[config.mk]
export PLATFORM = sky130hd
export DESIGN_NAME = stuffed_sensor_frame_deframer_unit
export DESIGN_NICKNAME = d
export VERILOG_FILES = /design/src/rtl/ssfd_pkg.sv /design/src/rtl/ssfd_core.sv /design/src/rtl/stuffed_sensor_frame_deframer_unit.sv
export SDC_FILE = /design/constraint.sdc
export NUM_CORES = 1
export LEC_CHECK = 0
export BUFFER_PORTS_ARGS = -buffer_cell sky130_fd_sc_hd__buf_2
export CORE_UTILIZATION = 41
export DETAILED_ROUTE_END_ITERATION = 12
export PLACE_DENSITY = 0.65
export SLEW_MARGIN = 10
export SYNTH_ARGS = -nofsm -noshare
export SYNTH_HDL_FRONTEND = slang
export SYNTH_HIERARCHICAL = 1
export SYNTH_SLANG_ARGS = --single-unit
[constraint.sdc]
create_clock -name clk_i -period 7.5 [get_ports clk_i]
set_input_delay 0 -clock clk_i [delete_from_list [all_inputs] [get_ports clk_i]]
set_output_delay 0 -clock clk_i [all_outputs]
set_load 0.02 [all_outputs]
[src/rtl/ssfd_pkg.sv]
// ----------------------------------------------------------------------------
// ssfd_pkg
// Shared types and constants for the stuffed sensor frame deframer.
// ----------------------------------------------------------------------------
package ssfd_pkg;

  // Configuration register indexes and reset values
  localparam int unsigned CfgIdxW = 1;
  localparam logic [CfgIdxW-1:0] CFG_FLAG_BYTE   = 1'b0;
  localparam logic [CfgIdxW-1:0] CFG_ESCAPE_BYTE = 1'b1;
  localparam logic [7:0] FLAG_RESET   = 8'h7E;
  localparam logic [7:0] ESCAPE_RESET = 8'h7D;

  // Unstuffing mask applied to the byte after an escape
  localparam logic [7:0] STUFF_XOR = 8'h20;

  // Index of the closing flag within a frame
  localparam logic [3:0] LAST_INDEX = 4'd8;
  localparam int unsigned NumPayload = 7;

  // Receive mode codes as reported on the output
  localparam logic [1:0] RX_MODE_IDLE = 2'd0;
  localparam logic [1:0] RX_MODE_RECV = 2'd1;
  localparam logic [1:0] RX_MODE_ESC  = 2'd2;

  // Stream payload width: 74 bits of fields padded to whole bytes
  localparam int unsigned OutDataW = 80;

  // Receiver state, one-hot
  typedef enum logic [2:0] {
    MODE_IDLE = 3'b001,
    MODE_RECV = 3'b010,
    MODE_ESC  = 3'b100
  } mode_e;

  // One result item
  typedef struct packed {
    logic        frame_done;
    logic [7:0]  cell_count;
    logic [7:0]  sensor_id;
    logic [15:0] data_value;
    logic [7:0]  reserved_byte;
    logic [15:0] received_crc;
    logic [15:0] frame_total;
    logic [1:0]  rx_mode;
  } result_t;

endpackage

[src/rtl/ssfd_core.sv]
// ----------------------------------------------------------------------------
// ssfd_core
// Per-byte framing state machine: unstuffs, stores payload, counts frames
// and forms the result item for the byte being transferred.
// ----------------------------------------------------------------------------
module ssfd_core import ssfd_pkg::*; (
  input  logic       clk_i,
  input  logic       rst_ni,
  input  logic       accept_i,
  input  logic [7:0] rx_byte_i,
  input  logic [7:0] flag_byte_i,
  input  logic [7:0] escape_byte_i,
  output result_t    result_o
);

  mode_e       mode_q, mode_d;
  logic [3:0]  index_q, index_d;
  logic [15:0] total_q, total_d;
  logic [7:0]  payload_q [NumPayload];
  logic        store;
  logic [7:0]  store_byte;
  logic        done;
  logic        is_recv, is_esc, is_idle;

  assign is_recv = (mode_q == MODE_RECV);
  assign is_esc  = (mode_q == MODE_ESC);
  assign is_idle = !is_recv && !is_esc;

  // Next state for one byte
  always_comb begin
    mode_d     = mode_q;
    index_d    = index_q;
    total_d    = total_q;
    store      = 1'b0;
    store_byte = rx_byte_i;
    done       = 1'b0;
    if (rx_byte_i == flag_byte_i) begin
      if (is_idle) begin
        mode_d  = MODE_RECV;
        index_d = 4'd1;
      end else if (is_recv && index_q == LAST_INDEX) begin
        done    = 1'b1;
        total_d = total_q + 16'd1;
        mode_d  = MODE_IDLE;
        index_d = 4'd0;
      end else begin
        mode_d  = MODE_IDLE;
        index_d = 4'd0;
      end
    end else if (rx_byte_i == escape_byte_i) begin
      if (is_recv) begin
        mode_d = MODE_ESC;
      end else begin
        mode_d  = MODE_IDLE;
        index_d = 4'd0;
      end
    end else if (index_q < LAST_INDEX && is_recv) begin
      store   = 1'b1;
      index_d = index_q + 4'd1;
    end else if (index_q < LAST_INDEX && is_esc) begin
      store      = 1'b1;
      store_byte = rx_byte_i ^ STUFF_XOR;
      index_d    = index_q + 4'd1;
      mode_d     = MODE_RECV;
    end else begin
      mode_d  = MODE_IDLE;
      index_d = 4'd0;
    end
  end

  // Control state
  always_ff @(posedge clk_i or negedge rst_ni) begin
    if (!rst_ni) begin
      mode_q  <= MODE_IDLE;
      index_q <= 4'd0;
      total_q <= 16'd0;
    end else if (accept_i) begin
      mode_q  <= mode_d;
      index_q <= index_d;
      total_q <= total_d;
    end
  end

  // Payload store, slot index-1 for indexes one through seven
  always_ff @(posedge clk_i) begin
    for (int i = 0; i < NumPayload; i++) begin
      if (accept_i && store && index_q == 4'(i + 1)) begin
        payload_q[i] <= store_byte;
      end
    end
  end

  // Form the result; payload fields only on a completed frame
  always_comb begin
    result_o = '0;
    result_o.frame_done  = done;
    result_o.frame_total = total_d;
    case (mode_d)
      MODE_RECV: result_o.rx_mode = RX_MODE_RECV;
      MODE_ESC:  result_o.rx_mode = RX_MODE_ESC;
      default:   result_o.rx_mode = RX_MODE_IDLE;
    endcase
    if (done) begin
      result_o.cell_count    = payload_q[0];
      result_o.sensor_id     = payload_q[1];
      result_o.data_value    = {payload_q[3], payload_q[2]};
      result_o.reserved_byte = payload_q[4];
      result_o.received_crc  = {payload_q[6], payload_q[5]};
    end
  end

endmodule

[src/rtl/stuffed_sensor_frame_deframer_unit.sv]
// ----------------------------------------------------------------------------
// stuffed_sensor_frame_deframer_unit
// Byte-stuffed sensor frame receiver with a stream input and result output.
// ----------------------------------------------------------------------------
// Output: a byte's result is registered in the output register, or in the skid
// register while that waits. Throughput: one byte per cycle unless the skid is
// full; the two-entry buffer keeps input ready while one result waits downstream.
// Reset: mode goes idle, byte index and frame counter clear, flag and escape
// registers return to 0x7E and 0x7D; payload storage is not cleared.
module stuffed_sensor_frame_deframer_unit import ssfd_pkg::*; (
  input  logic                clk_i,
  input  logic                rst_ni,
  // configuration write port
  input  logic                cfg_we_i,
  input  logic [CfgIdxW-1:0]  cfg_idx_i,
  input  logic [7:0]          cfg_data_i,
  // input stream
  input  logic                s_axis_tvalid,
  output logic                s_axis_tready,
  input  logic [7:0]          s_axis_tdata,   // [7:0] rx_byte
  // result stream
  output logic                m_axis_tvalid,
  input  logic                m_axis_tready,
  output logic                m_axis_tlast,   // frame_done
  output logic [OutDataW-1:0] m_axis_tdata    // cell_count, sensor_id, data_value,
                                              // reserved_byte, received_crc,
                                              // frame_total, rx_mode, zero pad
);

  logic [7:0] flag_q, escape_q;
  logic       accept;
  logic       pop;
  result_t    result;
  result_t    out_q, skid_q;
  logic       out_valid_q, skid_valid_q;

  // Configuration registers
  always_ff @(posedge clk_i or negedge rst_ni) begin
    if (!rst_ni) begin
      flag_q   <= FLAG_RESET;
      escape_q <= ESCAPE_RESET;
    end else if (cfg_we_i) begin
      case (cfg_idx_i)
        CFG_FLAG_BYTE:   flag_q   <= cfg_data_i;
        CFG_ESCAPE_BYTE: escape_q <= cfg_data_i;
        default: ;
      endcase
    end
  end

  assign s_axis_tready = !skid_valid_q;
  assign accept        = s_axis_tvalid && s_axis_tready;
  assign pop           = out_valid_q && m_axis_tready;

  ssfd_core u_core (
    .clk_i         (clk_i),
    .rst_ni        (rst_ni),
    .accept_i      (accept),
    .rx_byte_i     (s_axis_tdata),
    .flag_byte_i   (flag_q),
    .escape_byte_i (escape_q),
    .result_o      (result)
  );

  // Output buffer valid flags
  always_ff @(posedge clk_i or negedge rst_ni) begin
    if (!rst_ni) begin
      out_valid_q  <= 1'b0;
      skid_valid_q <= 1'b0;
    end else begin
      if (skid_valid_q) begin
        if (pop) begin
          skid_valid_q <= 1'b0;
        end
      end else if (accept) begin
        if (out_valid_q && !pop) begin
          skid_valid_q <= 1'b1;
        end else begin
          out_valid_q <= 1'b1;
        end
      end else if (pop) begin
        out_valid_q <= 1'b0;
      end
    end
  end

  // Output buffer payload: refill from skid first, else take the new result
  always_ff @(posedge clk_i) begin
    if (skid_valid_q) begin
      if (pop) begin
        out_q <= skid_q;
      end
    end else if (accept) begin
      if (out_valid_q && !pop) begin
        skid_q <= result;
      end else begin
        out_q <= result;
      end
    end
  end

  assign m_axis_tvalid = out_valid_q;
  assign m_axis_tlast  = out_q.frame_done;
  assign m_axis_tdata  = {6'd0, out_q.rx_mode, out_q.frame_total, out_q.received_crc,
                          out_q.reserved_byte, out_q.data_value, out_q.sensor_id,
                          out_q.cell_count};

endmodule
==> metrics.csv, run 1 <==
stage;metric;value;unit
flow_run;Max Cap Viol;0;
placed_design;PortBufs;98;
setup_path;Top delay family on crit path;simple AND/OR/NAND/NOR gates;
power;Peak VDD IR;0.1658;mV
grt;initial antenna violation count;0;
routing;DRT Wirelength;18030;µm
setup_path;slowest stage delay, CP;0.91;ns
finish;nets@finish;757;
yosys;Synth async-reset ratio;16.60;%
finish;n_diodes;0;
yosys;Post-synth EDFFs;206;
timing;FMAX;337.1;MHz
setup_path;crit path DAT;3.09;ns
floorplanning;io pins;105;
placed_design;Final HPWL DP;12020;µm
floorplanning;Die Y;161.1;µm
floorplanning;row count;57;
setup_path;CP max-delay cell;nor3_1;
cts;CTS Sinks;247;
yosys;Yosys cell types;50;
setup_path;CP Data Required Time;7.62;ns
grt;vias in the first global route;5303;
timing;RSZ-0062 raised after global routing;false;
timing;period utilization;39.55;%
grt;GRT overflow;0;
routing;mean routed wirelength per cell;16.84;µm
power;Overall Power;4.141;mW
power;switching power total;1.224;mW
timing;Min Hold Slack;0.1499;ns
timing;Slew HR;24.53;%
finish;Area growth syn-to-layout;17.03;%
cts;CTS resizes;0;
cts;total CTS buffers;25;
routing;Vias per Instance;4.842;
power;clock share of power;27.1;%
routing;final antenna-violating net count;0;
cts;clock buffer depth;3;
cts;post-CTS setup buffers;0;
routing;drt drc;0;
timing;PnR worst setup slack;4.534;ns
power;leak pwr;4.693;nW
cts;clock-pin slew on the worst setup and hold paths;0.06;ns
cts;Root Buffer;clkbuf_16;
timing;Final setup viols;0;
floorplanning;CORE AREA;24600;µm²
timing;Clock Skews;0.01579;ns
cts;H-tree depth;1;
power;pwr dens;340.8;nW/µm²
yosys;syn_area_per_cell;17.39;µm²
timing;setup tns final;0;ns
placed_design;routability congestion estimate;0.8319;
finish;share of cells above drive strength 1;35.74;%
cts;hold buffers post-CTS;25;
routing;via count;5186;
setup_path;CP endpoint kind;flip-flop;
yosys;Synth Register Bits;247;
floorplanning;Die W;161.1;µm
power;sw frac;29.55;%
cts;Worst-Skew Late Latency;0.51;ns
min_path;worst hold path class;input port to flip-flop;
yosys;sequential cell area fraction in the yosys report;69.62;%
floorplanning;die area;25960;µm²
setup_path;Worst setup SP type;flip-flop;
grt;first-pass GRT wire length;28970;µm
power;Comb power frac;25.5;%
power;Int Pwr;2.918;mW
setup_path;Worst Path Buf+Inv;1;
timing;final-report hold violation count;0;
run_status;outcome;completed;
cts;CTS tree;built;
floorplanning;Initial Util;42.20;%
timing;worst slew pin tran;1.123;ns
yosys;Cells after Synth;597;
yosys;prevailing post-synth register cell;edfxtp_1;
yosys;synth warn;6;
timing;Slew Viols, Final;0;
placed_design;pre-CTS setup slack;4.556;ns
yosys;mapped cell area;10380;µm²
setup_path;cells along the critical path;nand2b_4, inv_1, nand2_1, nor3_1;
power;Seq pwr share;47.4;%
grt;largest net degree at the start of global routing;78;
grt;Total GRT Usage;14.14;%
timing;Tmin final;2.966;ns
setup_path;critical path class;flip-flop to flip-flop;
setup_path;CP Max Fanout;32;
routing;Initial DRT Pass Iterations;5;
routing;initial DRC count;284;
[cell usage after synthesis (all sizes together) (3+ instances only)]
| master | number | share of area, % |
|---|---|---|
| o21ai | 3 | 0.14 |
| edfxtp | 206 | 60 |
| nor3 | 12 | 0.67 |
| and2 | 59 | 3.6 |
| and3 | 7 | 0.43 |
| and4 | 4 | 0.35 |
| buf | 24 | 1.9 |
| mux2 | 93 | 13 |
| xor2 | 18 | 1.5 |
| inv | 13 | 0.47 |
| nand2 | 19 | 0.81 |
| dfrtp | 28 | 6.7 |
| nand3 | 10 | 0.60 |
| nand4 | 13 | 0.90 |
| a21oi | 4 | 0.23 |
| dfstp | 13 | 3.3 |
| nor2 | 8 | 0.29 |
| clkbuf | 3 | 0.11 |
| xnor2 | 30 | 2.5 |
| ha | 5 | 0.60 |
| nor4 | 7 | 0.72 |
[layer usage]
| metal | global-route usage (%) | up-vias | part of all wire [%] |
|---|---|---|---|
| met2 | 23.35 | 130 | 48 |
| met1 | 19.19 | 2577 | 46 |
| li1 | - | 2456 | - |
| met4 | 3.816 | 0 | 1.6 |
| met5 | 0 | - | 0 |
| met3 | 2.645 | 23 | 5.0 |
[path summary, 6_finish.rpt]
check / start / end / slack (ns) / depth (start not counted)
setup reg to reg: skid_valid_q$_DFF_PN0_ / u_core/payload_q[3][7]$_DFFE_PP_ / 4.53 / 4
max in group asynchronous: rst_ni / skid_valid_q$_DFF_PN0_ / 6.63 / 2
hold reg to reg: u_core/total_q[15]$_DFFE_PN0P_ / u_core/total_q[15]$_DFFE_PN0P_ / 0.48 / 1
hold / removal: s_axis_tdata[5] / u_core/mode_q[1]$_DFFE_PN0P_ / 0.15 / 6
min in group asynchronous: rst_ni / escape_q[1]$_DFFE_PN0P_ / 0.18 / 2
setup / recovery: skid_valid_q$_DFF_PN0_ / u_core/payload_q[3][7]$_DFFE_PP_ / 4.53 / 4
[final cells by class]
cell class              instances  area (µm²)
fillers                      2022       12450
flip-flops and latches        247        7232
multi-input cells             315        2940
repair buffers                128       778.2
clock buffers                  28       636.9
well taps                     324       405.4
clock inverters                16       108.9
inverters                      13       48.80
[cells in the final DEF, fill, tap and decap left out, types with 3 or more instances in the layout]
cell type      count
o21ai_0            3
mux2_4            75
clkbuf_1           3
nand3_1            9
dfstp_2           13
inv_1             12
dfrtp_1           27
clkinv_1           9
ha_1               5
conb_1             6
nand4_1           11
clkinv_4           3
nand2_1           16
clkbuf_16         25
a21oi_1            3
and2_1            59
nor2_1             8
edfxtp_1         206
nor4_2             6
mux2_2            18
dlygate4sd3_1     25
and3_1             6
nor3_1            10
buf_2             98
xnor2_1           30
buf_4              5
and4_1             3
xor2_1            18
[state kept, by name, summed over array words and instances (netlist names)]
name              flops
u_core/total_q       16
skid_valid_q          1
flag_q                8
escape_q              8
skid_q               75
u_core/index_q        4
m_axis_tdata         74
m_axis_tvalid         1
u_core/mode_q         3
m_axis_tlast          1
u_core/payload_q     56
[tightest hold or removal path: cells and delay by family]
family | cells | cell delay [ns]
simple gates | 3 | 0.27
buf+inv | 1 | 0.15
xor+xnor | 1 | 0.10
compound gates | 1 | 0.09
[metrics by stage]
step	std cells	instance area, µm²	utilization, %
2_1_floorplan	602	10400	-
3_3_place_gp	1002	11150	45.33
3_5_place_dp	1002	11150	45.33
4_1_cts	1071	12150	49.38
5_1_grt	1071	12150	49.38
6_report	1071	12150	49.38
[power groups by stage]
| stage | Clock (mW) | Combinational (mW) | Sequential (mW) |
|---|---|---|---|
| detailed placement | 0 | 1.06 | 1.99 |
| floorplan | 0 | 0.595 | 2.17 |
| global placement | 0 | 1.04 | 1.98 |
| CTS | 1.15 | 1.07 | 1.97 |
| global route | 1.21 | 1.13 | 1.99 |
| finish | 1.12 | 1.06 | 1.96 |
[cell families (layout without fill, tap and decap cells)]
| kind of cell | Yosys count | after routing | synth area share, % |
|---|---|---|---|
| flip-flops | 247 | 247 | 69.62 |
| AND/OR/NAND/NOR | 146 | 146 | 9.039 |
| multiplexers | 95 | 95 | 12.99 |
| XOR/XNOR | 48 | 48 | 4.049 |
| buffers and inverters | 40 | 185 | 2.470 |
| AO/OA/AOI/OAI | 15 | 15 | 1.193 |
| adder cells (fa/ha/maj) | 5 | 5 | 0.6026 |
| other | 1 | 6 | 0.03612 |
No activity file was read; power rests on OpenSTA's default activity.
==> run 2: changes to the inputs <==
- clock period: 7.5 -> 3.08 ns (I/O delays scaled with it)
==> run 2 against run 1 <==
- final cell count rose by 1.1%
- worst setup slack got worse by 3.7 ns
- fmax rose by 29%
- power rose by 150%
- sequential power rose by 140%
- count of clock-buffer cells in the layout rose by 7
- register-to-register slack got worse by 3.7 ns
- largest cell class unchanged
- largest power group unchanged
==> metrics.csv, run 2 (synthesis gave the netlist of run 1 again) <==
stage;metric;value;unit
power;Peak VDD IR;0.6119;mV
finish;most frequent cells in the layout;edfxtp_1 (206), buf_2 (98), mux2_4 (75), and2_1 (59), xnor2_1 (30);
cts;clock buffer depth;3;
setup_path;Worst setup SP type;flip-flop;
finish;nets@finish;767;
flow_run;Max Cap Viol;0;
timing;period utilization;74.45;%
floorplanning;row count;57;
cts;Root Buffer;clkbuf_16;
setup_path;CP Data Required Time;3.46;ns
power;switching power total;2.996;mW
setup_path;CP max-delay cell;dfstp_2;
cts;Worst-Skew Late Latency;0.51;ns
floorplanning;die area;25960;µm²
cts;clock-pin slew on the worst setup and hold paths;0.06;ns
routing;drt drc;0;
finish;n_diodes;0;
grt;vias in the first global route;5327;
power;pwr dens;834.4;nW/µm²
floorplanning;Die Y;161.1;µm
grt;Total GRT Usage;14.24;%
routing;DRT Wirelength;18060;µm
timing;worst slew pin tran;0.9744;ns
min_path;worst hold path class;input port to flip-flop;
setup_path;critical path class;flip-flop to flip-flop;
power;Comb power frac;26.2;%
timing;Slew HR;35.04;%
finish;Area growth syn-to-layout;18.43;%
grt;first-pass GRT wire length;29050;µm
run_status;outcome;completed;
floorplanning;CORE AREA;24600;µm²
grt;initial antenna violation count;0;
power;clock share of power;28.3;%
timing;setup tns final;0;ns
timing;final-report hold violation count;0;
timing;RSZ-0062 raised after global routing;false;
power;sw frac;29.20;%
cts;post-CTS setup buffers;0;
floorplanning;Initial Util;42.20;%
timing;Final setup viols;0;
setup_path;crit path DAT;2.67;ns
cts;CTS resizes;0;
finish;Final Util;49.97;%
placed_design;Final HPWL DP;11630;µm
power;Int Pwr;7.264;mW
setup_path;CP endpoint kind;flip-flop;
finish;Reg with most FFs;skid_q;
grt;largest net degree at the start of global routing;76;
setup_path;slowest stage delay, CP;0.53;ns
timing;Tmin final;2.293;ns
finish;max reg flops;75;
power;Seq pwr share;45.5;%
routing;initial DRC count;325;
grt;GRT overflow;0;
finish;most common cell after layout, fill and taps aside;edfxtp_1;
routing;Initial DRT Pass Iterations;4;
timing;Clock Skews;0.006968;ns
routing;via count;5183;
timing;Slew Viols, Final;0;
routing;mean routed wirelength per cell;16.67;µm
finish;share of cells above drive strength 1;36.89;%
placed_design;PortBufs;98;
setup_path;cells along the critical path;xnor2_1, and4_1, nand3_4, inv_2, buf_4, and2_1, mux2_4;
floorplanning;io pins;105;
placed_design;routability congestion estimate;0.8339;
cts;H-tree depth;1;
cts;CTS tree;built;
timing;FMAX;436.1;MHz
routing;final antenna-violating net count;0;
routing;Vias per Instance;4.786;
floorplanning;Die W;161.1;µm
cts;total CTS buffers;26;
setup_path;CP Max Fanout;41;
cts;CTS Sinks;247;
power;leak pwr;4.781;nW
## run 2: cell types whose count changed in the layout (fill, tap and decap cells not counted)
cell,before,now
buf_12,0,2
buf_4,5,12
clkbuf_1,3,8
clkbuf_16,25,27
clkinv_1,9,3
clkinv_2,1,5
clkinv_4,3,1
clkinvlp_2,1,0
inv_6,1,2
## run 2: what timing repair did
action | 4_1_cts | 5_1_grt
hold endpoints to repair | 95 | 0
hold buffers | 25 | 0
endpoints found under the setup margin | 0 | 0
## run 2: final timing paths
path / start / end / slack [ns] / cells after the start
min in group asynchronous: rst_ni / u_core/total_q[15]$_DFFE_PN0P_ / 0.18 / 2
max: flag_q[3]$_DFFE_PN1P_ / m_axis_tdata[22]$_DFFE_PP_ / 0.79 / 7
max reg2reg: flag_q[3]$_DFFE_PN1P_ / m_axis_tdata[22]$_DFFE_PP_ / 0.79 / 7
min reg2reg: u_core/total_q[15]$_DFFE_PN0P_ / u_core/total_q[15]$_DFFE_PN0P_ / 0.49 / 1
min: s_axis_tdata[5] / u_core/payload_q[0][5]$_DFFE_PP_ / 0.05 / 3
max in group asynchronous: rst_ni / skid_valid_q$_DFF_PN0_ / 2.18 / 2
## run 2: critical path, delay by kind of cell, from the launching register on
family	cells	cell delay (ns)
muxes	1	0.16
and+or+nand+nor	3	0.76
DFF	1	0.53
buffers and inverters	2	0.54
xor gates and xnor gates	1	0.15
## run 2: layout make-up
cell class,instances,area [µm²]
Tap cell,324,405.4
Clock inverter,12,92.59
Fill cell,2047,12310
Inverter,13,48.80
Multi-Input combinational cell,315,2940
Timing Repair Buffer,137,870.8
Clock buffer,35,705.7
Sequential cell,247,7232
## run 2: per-stage QoR
step / hold WS (ns) / area, µm² / worst slack (ns) / instances / power [mW]
4_1_cts: 0.04188 / 12300 / 0.7511 / 1083 / 10.42
2_1_floorplan: -0.2956 / 10420 / 0.05984 / 602 / 6.744
6_report: 0.05247 / 12300 / 0.7871 / 1083 / 10.26
3_3_place_gp: 0.1830 / 11250 / 0.8096 / 1011 / 7.388
3_5_place_dp: 0.2164 / 11250 / 0.7715 / 1011 / 7.447
5_1_grt: 0.05408 / 12300 / 0.5994 / 1083 / 10.75
## run 2: metal layers
layer | global-route usage [%] | vias to the layer above | wire (µm)
li1 | - | 2479 | -
met1 | 19.93 | 2551 | 8556
met2 | 22.57 | 134 | 8258
met3 | 2.748 | 19 | 961
met4 | 4.245 | 0 | 279
met5 | 0 | - | 0
## run 2: power groups by stage
stage,Sequential (mW),Clock [mW],Combinational (mW)
2_1_floorplan,5.27,0,1.47
3_3_place_gp,4.71,0,2.67
3_5_place_dp,4.74,0,2.70
4_1_cts,4.68,2.99,2.75
5_1_grt,4.74,3.13,2.89
6_report,4.67,2.90,2.69
==> run 3: changes to the inputs <==
- clock period: 3.08 -> 2.34 ns (I/O delays scaled with it)
==> run 3 against run 2 <==
- clock power up 47%
- worst setup slack got worse by 0.69 ns
- non-clock buffer count increased by 3
- global-route usage barely moved
- critical endpoint is now m_axis_tdata[71]$_DFFE_PP_
==> metrics.csv, run 3 (synthesis gave the netlist of run 1 again) <==
stage;metric;value;unit
placed_design;Final HPWL DP;11700;µm
routing;drt drc;0;
power;Overall Power;13.99;mW
floorplanning;io pins;105;
floorplanning;CORE AREA;24600;µm²
routing;final antenna-violating net count;0;
timing;PnR worst setup slack;0.09453;ns
cts;H-tree depth;1;
finish;nets@finish;770;
timing;setup tns final;0;ns
grt;first-pass GRT wire length;29060;µm
timing;worst slew pin tran;0.9192;ns
timing;FMAX;445.3;MHz
min_path;worst hold path class;input port to flip-flop;
placed_design;routability congestion estimate;0.8557;
cts;Root Buffer;clkbuf_16;
timing;Final setup viols;0;
cts;total CTS buffers;26;
setup_path;Worst Setup SP;u_core/index_q[1]$_DFFE_PN0P_;
timing;Slew HR;38.72;%
grt;most used routing layer;met2;
cts;clock buffer depth;3;
routing;via count;5213;
setup_path;Worst setup SP type;flip-flop;
placed_design;PortBufs;98;
power;Peak VDD IR;0.8182;mV
cts;CTS tree;built;
timing;Slew Viols, Final;0;
run_status;outcome;completed;
grt;largest net degree at the start of global routing;79;
grt;Total GRT Usage;14.20;%
power;pwr dens;1124;nW/µm²
setup_path;CP endpoint kind;flip-flop;
floorplanning;Die Y;161.1;µm
finish;share of cells above drive strength 1;38.01;%
finish;n_diodes;0;
setup_path;crit path DAT;2.51;ns
finish;max reg flops;75;
placed_design;placed cell area;11290;µm²
routing;mean routed wirelength per cell;16.75;µm
grt;GR met1 Demand/Resource;19.25;%
finish;Reg with most FFs;skid_q;
timing;final-report hold violation count;0;
setup_path;CP Data Required Time;2.61;ns
finish;post-route cell area;12450;µm²
grt;initial antenna violation count;0;
finish;post-route insts no fill;1087;
grt;vias in the first global route;5327;
finish;Area growth syn-to-layout;19.93;%
cts;post-CTS setup buffers;0;
routing;initial DRC count;232;
grt;met2 Usage GRT;23.86;%
routing;Initial DRT Pass Iterations;4;
cts;clock-pin slew on the worst setup and hold paths;0.06;ns
setup_path;Reg2Reg Launch Point;u_core/index_q[1]$_DFFE_PN0P_;
routing;Vias per Instance;4.796;
timing;RSZ-0062 raised after global routing;false;
routing;DRT Wirelength;18210;µm
timing;Clock Skews;0.01520;ns
timing;period utilization;95.96;%
power;leak pwr;4.835;nW
cts;Worst-Skew Late Latency;0.53;ns
floorplanning;Initial Util;42.20;%
setup_path;CP Max Fanout;8;
min_path;Hold Crit Start;s_axis_tdata[5];
floorplanning;row count;57;
placed_design;pre-CTS setup slack;0.05049;ns
timing;Tmin final;2.245;ns
floorplanning;die area;25960;µm²
floorplanning;Die W;161.1;µm
grt;GR Util met3;2.388;%
setup_path;critical path class;flip-flop to flip-flop;
finish;most common cell after layout, fill and taps aside;edfxtp_1;
cts;CTS Sinks;247;
placed_design;placed insts;1014;
finish;most frequent cells in the layout;edfxtp_1 (206), buf_2 (98), mux2_4 (75), and2_1 (59), xnor2_1 (30);
grt;GRT overflow;0;
flow_run;Max Cap Viol;0;
## run 3: cell types whose count changed in the layout (fill, tap and decap cells not counted), sizes merged
| cell | change |
|---|---|
| clkbuf | -8 |
| clkinvlp | +4 |
| inv | -1 |
| buf | +3 |
| bufinv | +4 |
| clkinv | +2 |
## run 3: stage by stage
step           hold WS [ns]  util, %
5_1_grt              0.1262    50.61
3_3_place_gp         0.1813    45.88
6_report             0.1082    50.61
4_1_cts              0.1051    50.58
2_1_floorplan       -0.2956        -
3_5_place_dp         0.1981    45.88
## run 3: repair_timing
action,in CTS,in global routing
endpoints found under the hold margin,95,0
resized for setup,0,4
hold buffers,25,0
setup endpoints to repair,0,69
## run 3: critical path, stage by stage, from the launching register on
cell,delay (ns)
dfrtp_1,0.40
inv_1,0.13
ha_1,0.20
and4_1,0.31
nand3_4,0.17
nor4_2,0.36
xor2_1,0.15
mux2_4,0.29
## run 3: path summary, 6_finish.rpt
kind	cells after the start	slack [ns]	end
max	7	0.09	m_axis_tdata[71]$_DFFE_PP_
min	2	0.11	u_core/payload_q[3][5]$_DFFE_PP_
max reg2reg	7	0.09	m_axis_tdata[71]$_DFFE_PP_
min reg2reg	1	0.49	u_core/total_q[15]$_DFFE_PN0P_
max in group asynchronous	2	1.51	skid_valid_q$_DFF_PN0_
min in group asynchronous	2	0.16	u_core/total_q[11]$_DFFE_PN0P_
## run 3: report_power, final
part / total, mW / internal [mW] / leakage, nW / switching, mW
Sequential: 6.15 / 5.88 / 2.45 / 0.272
Combinational: 3.58 / 1.47 / 1.96 / 2.11
Clock: 4.26 / 2.60 / 0.430 / 1.67
## run 3: area by class of cell
class,count,area [µm²]
clock buffer,27,654.4
clock inverter,21,251.5
fill,2074,12150
inverter,13,51.30
multi-input combinational,315,2948
sequential,247,7232
tap,324,405.4
timing repair buffer,140,909.6
## run 3: metal layers
layer / up-vias / share of wire (%)
li1: 2482 / -
met1: 2575 / 44
met2: 131 / 49
met3: 25 / 4.9
met4: 0 / 1.9
met5: - / 0
